## src/hdl/lubs_pkg.sv

```systemverilog
`default_nettype none

package lubs_pkg;

  localparam logic [1:0] OP_ACQUIRE = 2'd0;
  localparam logic [1:0] OP_RELEASE = 2'd1;
  localparam logic [1:0] OP_FAIL    = 2'd2;

  localparam logic [1:0] ST_OK      = 2'd0;
  localparam logic [1:0] ST_NO_HOST = 2'd1;
  localparam logic [1:0] ST_RANGE   = 2'd2;

  localparam logic REG_HOST_COUNT   = 1'b0;
  localparam logic REG_RETRY        = 1'b1;

  localparam logic [3:0]  HOST_COUNT_RESET = 4'd1;
  localparam logic [15:0] RETRY_RESET      = 16'd60;
  localparam logic [15:0] USAGE_MAX        = 16'hFFFF;
  localparam int          INDEX_LIMIT      = 8;

  typedef struct packed {
    logic [1:0]  opcode;
    logic [2:0]  host_index;
    logic [31:0] now;
  } req_t;

  typedef struct packed {
    logic [1:0]  status;
    logic [2:0]  chosen_index;
    logic [15:0] usage_after;
  } rsp_t;

  typedef struct packed {
    logic        grant;
    logic        rel;
    logic        fail;
    logic [2:0]  sel;
    logic [31:0] now;
    logic [15:0] retry;
    logic [3:0]  pool;
  } cmd_t;

  typedef struct packed {
    logic        vld;
    logic        found;
    logic [2:0]  idx;
    logic [15:0] usage;
  } best_t;

endpackage

`default_nettype wire

```

## src/hdl/least_used_backend_selector_top.sv

```systemverilog
// Least-used backend selector.
// A request enters on the in_ channel (in_valid, in_stall, in_req) and carries an
// opcode: acquire, release or fail. Each request gives exactly one response on the
// out_ channel (out_valid, out_stall, out_rsp), in request order.
// One request is handled at a time; in_stall is high from acceptance until the
// response has been taken. An acquire walks a token down a row of HOSTS host cells,
// one cell per cycle, then grants the winner and reads back its count (S_START,
// S_SCAN, S_GRANT, S_RESP, S_OUT), or answers no-host if none is free. A release
// or fail goes via S_EXEC and S_RESP, or to S_OUT with status range if out of pool.
// The walk through the cell row sets the acquire rate.
// While out_stall is high the response is held stable and no new request is taken.
// The cfg_ port writes host_count (index 0) and retry_seconds (index 1) and must be
// used only while no request is in flight.
// Synchronous reset clears every host to enabled with a count of zero and loads
// host_count 1 and retry_seconds 60.
`default_nettype none

module least_used_backend_selector_top
  import lubs_pkg::*;
#(
  parameter int HOSTS = 8
) (
  input  wire logic        clk,
  input  wire logic        rst_n,
  input  wire logic        in_valid,
  output logic             in_stall,
  input  wire req_t        in_req,
  output logic             out_valid,
  input  wire logic        out_stall,
  output rsp_t             out_rsp,
  input  wire logic        cfg_we,
  input  wire logic        cfg_index,
  input  wire logic [15:0] cfg_wdata
);

  localparam int         LIM  = (HOSTS < INDEX_LIMIT) ? HOSTS : INDEX_LIMIT;
  localparam logic [3:0] LIM4 = 4'(LIM);

  typedef enum logic [2:0] {
    S_IDLE, S_START, S_SCAN, S_GRANT, S_EXEC, S_RESP, S_OUT
  } state_t;

  state_t      state_r, state_nxt;
  req_t        req_r, req_nxt;
  logic [2:0]  sel_r, sel_nxt;
  rsp_t        rsp_r, rsp_nxt;
  logic [3:0]  host_count_r;
  logic [15:0] retry_r;

  logic [3:0]  pool;
  cmd_t        cmd;
  best_t       chain [HOSTS+1];
  logic [15:0] usage_w [HOSTS];
  logic [15:0] usage_sel;

  assign pool = (host_count_r > LIM4) ? LIM4 : host_count_r;

  always_comb begin
    cmd.grant = state_r == S_GRANT;
    cmd.rel   = (state_r == S_EXEC) && (req_r.opcode == OP_RELEASE);
    cmd.fail  = (state_r == S_EXEC) && (req_r.opcode == OP_FAIL);
    cmd.sel   = sel_r;
    cmd.now   = req_r.now;
    cmd.retry = retry_r;
    cmd.pool  = pool;
  end

  assign chain[0] = '{vld: (state_r == S_START), default: '0};

  for (genvar g = 0; g < HOSTS; g++) begin : g_cell
    lubs_cell #(.IDX(g)) u_cell (
      .clk     (clk),
      .rst_n   (rst_n),
      .cmd     (cmd),
      .best_i  (chain[g]),
      .best_o  (chain[g+1]),
      .usage_o (usage_w[g])
    );
  end

  always_comb begin
    usage_sel = 16'd0;
    for (int i = 0; i < HOSTS; i++) begin
      if (i == int'(sel_r)) begin
        usage_sel = usage_w[i];
      end
    end
  end

  always_comb begin
    state_nxt = state_r;
    req_nxt   = req_r;
    sel_nxt   = sel_r;
    rsp_nxt   = rsp_r;
    case (state_r)
      S_IDLE: begin
        if (in_valid) begin
          req_nxt = in_req;
          sel_nxt = in_req.host_index;
          if (in_req.opcode == OP_ACQUIRE) begin
            state_nxt = S_START;
          end else if ({1'b0, in_req.host_index} >= pool) begin
            rsp_nxt.status       = (in_req.opcode == OP_RELEASE ||
                                    in_req.opcode == OP_FAIL) ? ST_RANGE : ST_OK;
            rsp_nxt.chosen_index = in_req.host_index;
            rsp_nxt.usage_after  = 16'd0;
            state_nxt            = S_OUT;
          end else begin
            state_nxt = S_EXEC;
          end
        end
      end
      S_START: begin
        state_nxt = S_SCAN;
      end
      S_SCAN: begin
        if (chain[HOSTS].vld) begin
          if (chain[HOSTS].found) begin
            sel_nxt   = chain[HOSTS].idx;
            state_nxt = S_GRANT;
          end else begin
            rsp_nxt.status       = ST_NO_HOST;
            rsp_nxt.chosen_index = 3'd0;
            rsp_nxt.usage_after  = 16'd0;
            state_nxt            = S_OUT;
          end
        end
      end
      S_GRANT: begin
        state_nxt = S_RESP;
      end
      S_EXEC: begin
        state_nxt = S_RESP;
      end
      S_RESP: begin
        rsp_nxt.status       = ST_OK;
        rsp_nxt.chosen_index = sel_r;
        rsp_nxt.usage_after  = usage_sel;
        state_nxt            = S_OUT;
      end
      S_OUT: begin
        if (!out_stall) begin
          state_nxt = S_IDLE;
        end
      end
      default: begin
        state_nxt = S_IDLE;
      end
    endcase
  end

  always_ff @(posedge clk) begin
    if (!rst_n) begin
      state_r <= S_IDLE;
    end else begin
      state_r <= state_nxt;
    end
    req_r <= req_nxt;
    sel_r <= sel_nxt;
    rsp_r <= rsp_nxt;
  end

  always_ff @(posedge clk) begin
    if (!rst_n) begin
      host_count_r <= HOST_COUNT_RESET;
      retry_r      <= RETRY_RESET;
    end else if (cfg_we) begin
      case (cfg_index)
        REG_HOST_COUNT: host_count_r <= cfg_wdata[3:0];
        REG_RETRY:      retry_r      <= cfg_wdata;
        default:        ;
      endcase
    end
  end

  assign in_stall  = state_r != S_IDLE;
  assign out_valid = state_r == S_OUT;
  assign out_rsp   = rsp_r;

endmodule

`default_nettype wire

```

## src/hdl/lubs_cell.sv

```systemverilog
`default_nettype none

module lubs_cell
  import lubs_pkg::*;
#(
  parameter int IDX = 0
) (
  input  wire logic  clk,
  input  wire logic  rst_n,
  input  wire cmd_t  cmd,
  input  wire best_t best_i,
  output best_t      best_o,
  output logic [15:0] usage_o
);

  localparam logic [2:0] IDX3 = 3'(IDX);

  logic [15:0] usage_r, usage_nxt;
  logic        dis_r, dis_nxt;
  logic [31:0] time_r, time_nxt;
  best_t       best_r, best_nxt;

  logic        active, hit, reen, en, take;
  logic [31:0] elapsed;
  logic [15:0] cur;

  always_comb begin
    active  = IDX < int'(cmd.pool);
    hit     = active && (IDX == int'(cmd.sel));
    elapsed = cmd.now - time_r;
    reen    = best_i.vld && active && dis_r && (elapsed > {16'd0, cmd.retry});
    en      = !dis_r || reen;
    cur     = reen ? 16'd0 : usage_r;
    take    = best_i.vld && active && en && (!best_i.found || cur < best_i.usage);

    best_nxt = best_i;
    if (take) begin
      best_nxt.found = 1'b1;
      best_nxt.idx   = IDX3;
      best_nxt.usage = cur;
    end

    usage_nxt = usage_r;
    dis_nxt   = dis_r;
    time_nxt  = time_r;
    if (reen) begin
      dis_nxt   = 1'b0;
      usage_nxt = 16'd0;
    end
    if (cmd.grant && hit && usage_r != USAGE_MAX) begin
      usage_nxt = usage_r + 16'd1;
    end
    if (cmd.rel && hit && !dis_r && usage_r != 16'd0) begin
      usage_nxt = usage_r - 16'd1;
    end
    if (cmd.fail && hit) begin
      dis_nxt   = 1'b1;
      usage_nxt = 16'd0;
      time_nxt  = cmd.now;
    end
  end

  always_ff @(posedge clk) begin
    if (!rst_n) begin
      usage_r    <= 16'd0;
      dis_r      <= 1'b0;
      time_r     <= 32'd0;
      best_r     <= '0;
    end else begin
      usage_r    <= usage_nxt;
      dis_r      <= dis_nxt;
      time_r     <= time_nxt;
      best_r     <= best_nxt;
    end
  end

  assign best_o  = best_r;
  assign usage_o = usage_r;

endmodule

`default_nettype wire

```

## config.mk

```make
export PLATFORM = sky130hd
export DESIGN_NAME = least_used_backend_selector_top
export DESIGN_NICKNAME = d
export VERILOG_FILES = /design/src/hdl/lubs_pkg.sv /design/src/hdl/least_used_backend_selector_top.sv /design/src/hdl/lubs_cell.sv
export SDC_FILE = /design/constraint.sdc
export NUM_CORES = 2
export LEC_CHECK = 0
export BUFFER_PORTS_ARGS = -buffer_cell sky130_fd_sc_hd__buf_2
export CORE_UTILIZATION = 60
export CTS_CLUSTER_DIAMETER = 120
export DETAILED_ROUTE_END_ITERATION = 7
export PLACE_DENSITY = 0.83
export SYNTH_ARGS = -nofsm -noshare
export SYNTH_HDL_FRONTEND = slang
export SYNTH_SLANG_ARGS = --single-unit
```

## constraint.sdc

```tcl
create_clock -name clk -period 18.8 [get_ports clk]
set_clock_uncertainty 0.1 [all_clocks]
set_input_delay 0 -clock clk [delete_from_list [all_inputs] [get_ports clk]]
set_output_delay 0 -clock clk [all_outputs]
set_load 0.01 [all_outputs]
```

==> out/qor.txt <==
Final core utilization: 66.14%
Fin crit share: 48.90%
Mapped Cells: 6775
CTS resizes: 0
Clock sink count: 618
Critical path's slowest cell: a2111oi_0
Ys async rst share: 0%
Number of global-route vias before repair: 46633
DP HPWL: 112900 um
Drt initial violations: 5888
Gp weighted congestion: 1.009
Core area: 82110 um^2
Inst Count DP: 7593
Fin Setup TNS: 0 ns
Status: finished with violations
PD cells: 95.40 nW/um^2
Hold WC Path Type: input pin to flop
Area of the multi-input gates: 33490 um^2
Syn avg cell area: 7.358 um^2
Layout cell share with drive strength beyond 1: 5.644%
Pleak: 20.64 nW
Synth Flop Type: dfxtp_1
Initial Util: 60.71%
Die Span Y: 290.2 um
MaxCap Viol Count: 0
Critical Path AT: 9.62 ns
Crit-path max cell delay: 0.77 ns
Register-to-register setup slack: 9.61 ns
Data required, critical path: 19.23 ns
#FFs+latches synth: 618
EDFF count, synth: 58
Root Buffer: clkbuf_16
Via density: 6.509
Fin. Hold Viols: 0
FILL cells: 7025
Synth cell types: 92
Routed wire length: 160800 um
Maximum vdd drop: 0.00008386 V
H-Tree Depth: 3
Syn. warnings: 0
Post-Layout Cell Count: 7839
Ports: 82
Gr usage total: 36.83%
Longest Clk Path Bufs: 3
Initial antenna violation count: 2
Pre-antenna DRT Iters: 8
Seq/Total Area, Yosys: 25.98%
Largest net degree at the start of global routing: 93
WL/cell: 20.51 um
Fmax: 108.8 MHz
RSZ-0062 raised after global routing: no
CTS tree: built
First-pass GRT wire length: 252200 um
Inserted Clock Buffers: 75
Max transition margin: 12.83%
# DRC: 1
CP endpoint kind: flop
Nets: 7282
Routed vias: 51025
Final Max Tran Viols: 0
Failing checks: design-rule violations
Critical Path Source Type: flop
Die ar.: 84240 um^2
Crit path top cell by count: a21o_1
Clock insertion delay at the later pin of the skew report: 0.64 ns
Postcts setup bufs: 0
Max FO, Critical Path: 26
# setup viols final: 0
Rows: 105
Top cell type's share of synthesized area: 22.49%
Slew @ Worst Pin: 1.308 ns
Critical path class: flop to flop
Netlist Area Pre-Place: 49850 um^2
Routed Antenna Nets: 0
Mapped Nets: 7351
Reg area: 12950 um^2
Area grow syn2layout: 8.933%
Largest area contributor in the netlist: dfxtp_1
Die Wd: 290.2 um
Clk slew on worst S/H paths: 0.06 ns
Total grt overflow: 0
Post-route minimum period: 9.193 ns
Input/output buffers: 81
Top cells by area, synth: dfxtp_1 22%, ha_1 13%, a21oi_1 7.7%
Hold WS: 0.01614 ns
power by group:
group / leakage, nW / internal (mW) / total [mW] / switching [mW]
combinational: 14.3 / 0.830 / 2.25 / 1.42
sequential: 5.06 / 1.38 / 1.41 / 0.0268
clock: 1.26 / 0.905 / 1.52 / 0.618
total: 20.6 / 3.11 / 5.18 / 2.07
layout by cell type (no fill, tap or decap), types with 68 or more instances in the layout:
master / netlist / final
a21oi_1: 763 / 763
buf_4: 0 / 84
inv_1: 494 / 493
xnor2_1: 105 / 105
ha_1: 509 / 509
clkbuf_16: 0 / 76
dlygate4sd3_1: 0 / 106
or3_1: 68 / 68
xor2_1: 79 / 79
buf_2: 4 / 81
nor3_1: 151 / 151
a211oi_1: 77 / 77
nand4_1: 134 / 134
a21o_1: 150 / 150
o21ai_0: 334 / 334
nor2b_1: 114 / 114
nand3_1: 164 / 164
o21a_1: 85 / 85
and3_1: 83 / 83
nor2_1: 409 / 400
nand2_1: 999 / 999
dfxtp_1: 560 / 560
and2_1: 82 / 82
registers in the layout (all words and copies together), names as in the netlist:
register	count
g_cell.u_cell.usage_o	128
host_count_r	4
g_cell.u_cell.dis_r	8
out_rsp	21
state_r	3
sel_r	3
retry_r	16
g_cell.u_cell.time_r	256
cmd	32
req_r	2
g_cell.u_cell.best_o	145
worst max-delay path, delay by kind of cell (launching register included):
kind                       cells  cell delay [ns]
buffers and inverters          1             0.28
adders and majority gates      4             1.27
DFF                            1             0.53
and+or+nand+nor               11             3.35
AOI/OAI and AO/OA             13             3.46
xor gates and xnor gates       1             0.09
path summary, 6_finish.rpt:
path / to / cells past startpoint / from
max: g_cell[6].u_cell.best_o[10]$_SDFF_PN0_ / 30 / cmd[20]$_DFFE_PP_
min: cmd[20]$_DFFE_PP_ / 2 / in_req[0]
max reg2reg: g_cell[6].u_cell.best_o[10]$_SDFF_PN0_ / 30 / cmd[20]$_DFFE_PP_
min reg2reg: g_cell[6].u_cell.best_o[18]$_SDFF_PN0_ / 2 / g_cell[5].u_cell.best_o[18]$_SDFF_PN0_
metrics by stage:
| stage | cell area [um^2] | setup WS [ns] | total power, mW |
|---|---|---|---|
| global route | 54300 | 9.121 | 5.453 |
| global placement | 50680 | 10.05 | 3.532 |
| detailed placement | 50680 | 9.841 | 3.579 |
| finish | 54300 | 9.607 | 5.181 |
| CTS | 54300 | 9.806 | 5.119 |
| floorplan | 49850 | 10.65 | 3.018 |
kinds of logic (layout without fill, tap and decap cells):
kind of cell | count (synthesis) | after routing | synth area share, %
compound gates | 2064 | 2064 | 26.49
xor+xnor | 185 | 185 | 3.288
fa+ha+maj | 517 | 517 | 13.10
buf+inv | 911 | 904 | 7.002
flops | 618 | 618 | 25.98
mux | 52 | 52 | 1.157
other cells | 0 | 1 | 0
simple gates | 2428 | 2428 | 22.98
synth_stat cells (all sizes together), types with 16 or more instances:
library cell and instances:
o21a 85, or3 68, a41oi 18, nor2 409, a32o 18, nor4 55, buf 26, o22ai 53
nand2b 50, a221oi 30, a221o 16, or4 20, nand3 164, o2111ai 24, a31oi 51, nor2b 114
mux2i 34, and2 82, a211o 21, a211oi 79, nor3 153, a21o 150, inv 494, a2111oi 24
a311oi 18, clkbuf 391, dfxtp 560, ha 509, a22o 51, o31ai 39, o21ai 346, and3 83
xnor2 105, nand4 134, a21boi 28, or2 31, o21bai 33, nand2 999, edfxtp 58, nor3b 17
o2bb2ai 22, o211ai 59, a21oi 764, xor2 80
cell type report:
| type | instances | area share (%) |
|---|---|---|
| Inverter | 494 | 3.428 |
| Clock buffer | 103 | 3.910 |
| Sequential cell | 618 | 23.85 |
| Antenna cell | 1 | 0.004608 |
| Timing Repair Buffer | 271 | 3.862 |
| Tap cell | 1070 | 2.465 |
| Multi-Input combinational cell | 5246 | 61.68 |
| Clock inverter | 36 | 0.8018 |
what timing repair did:
item | CTS | global route
setup endpoints to repair | 0 | 0
endpoints found under the hold margin | 79 | 0
hold buffers | 106 | 0
layer usage:
layer,vias to the layer above,share of wire (%),GRT usage [%],wire length (um)
met4,0,4.7,16.85,7510
met1,23740,42,50.28,67230
li1,24125,-,-,-
met5,-,0,0,0
met2,2685,43,56.54,68430
met3,475,11,6.416,17590
(Power assumes the default switching activity.)
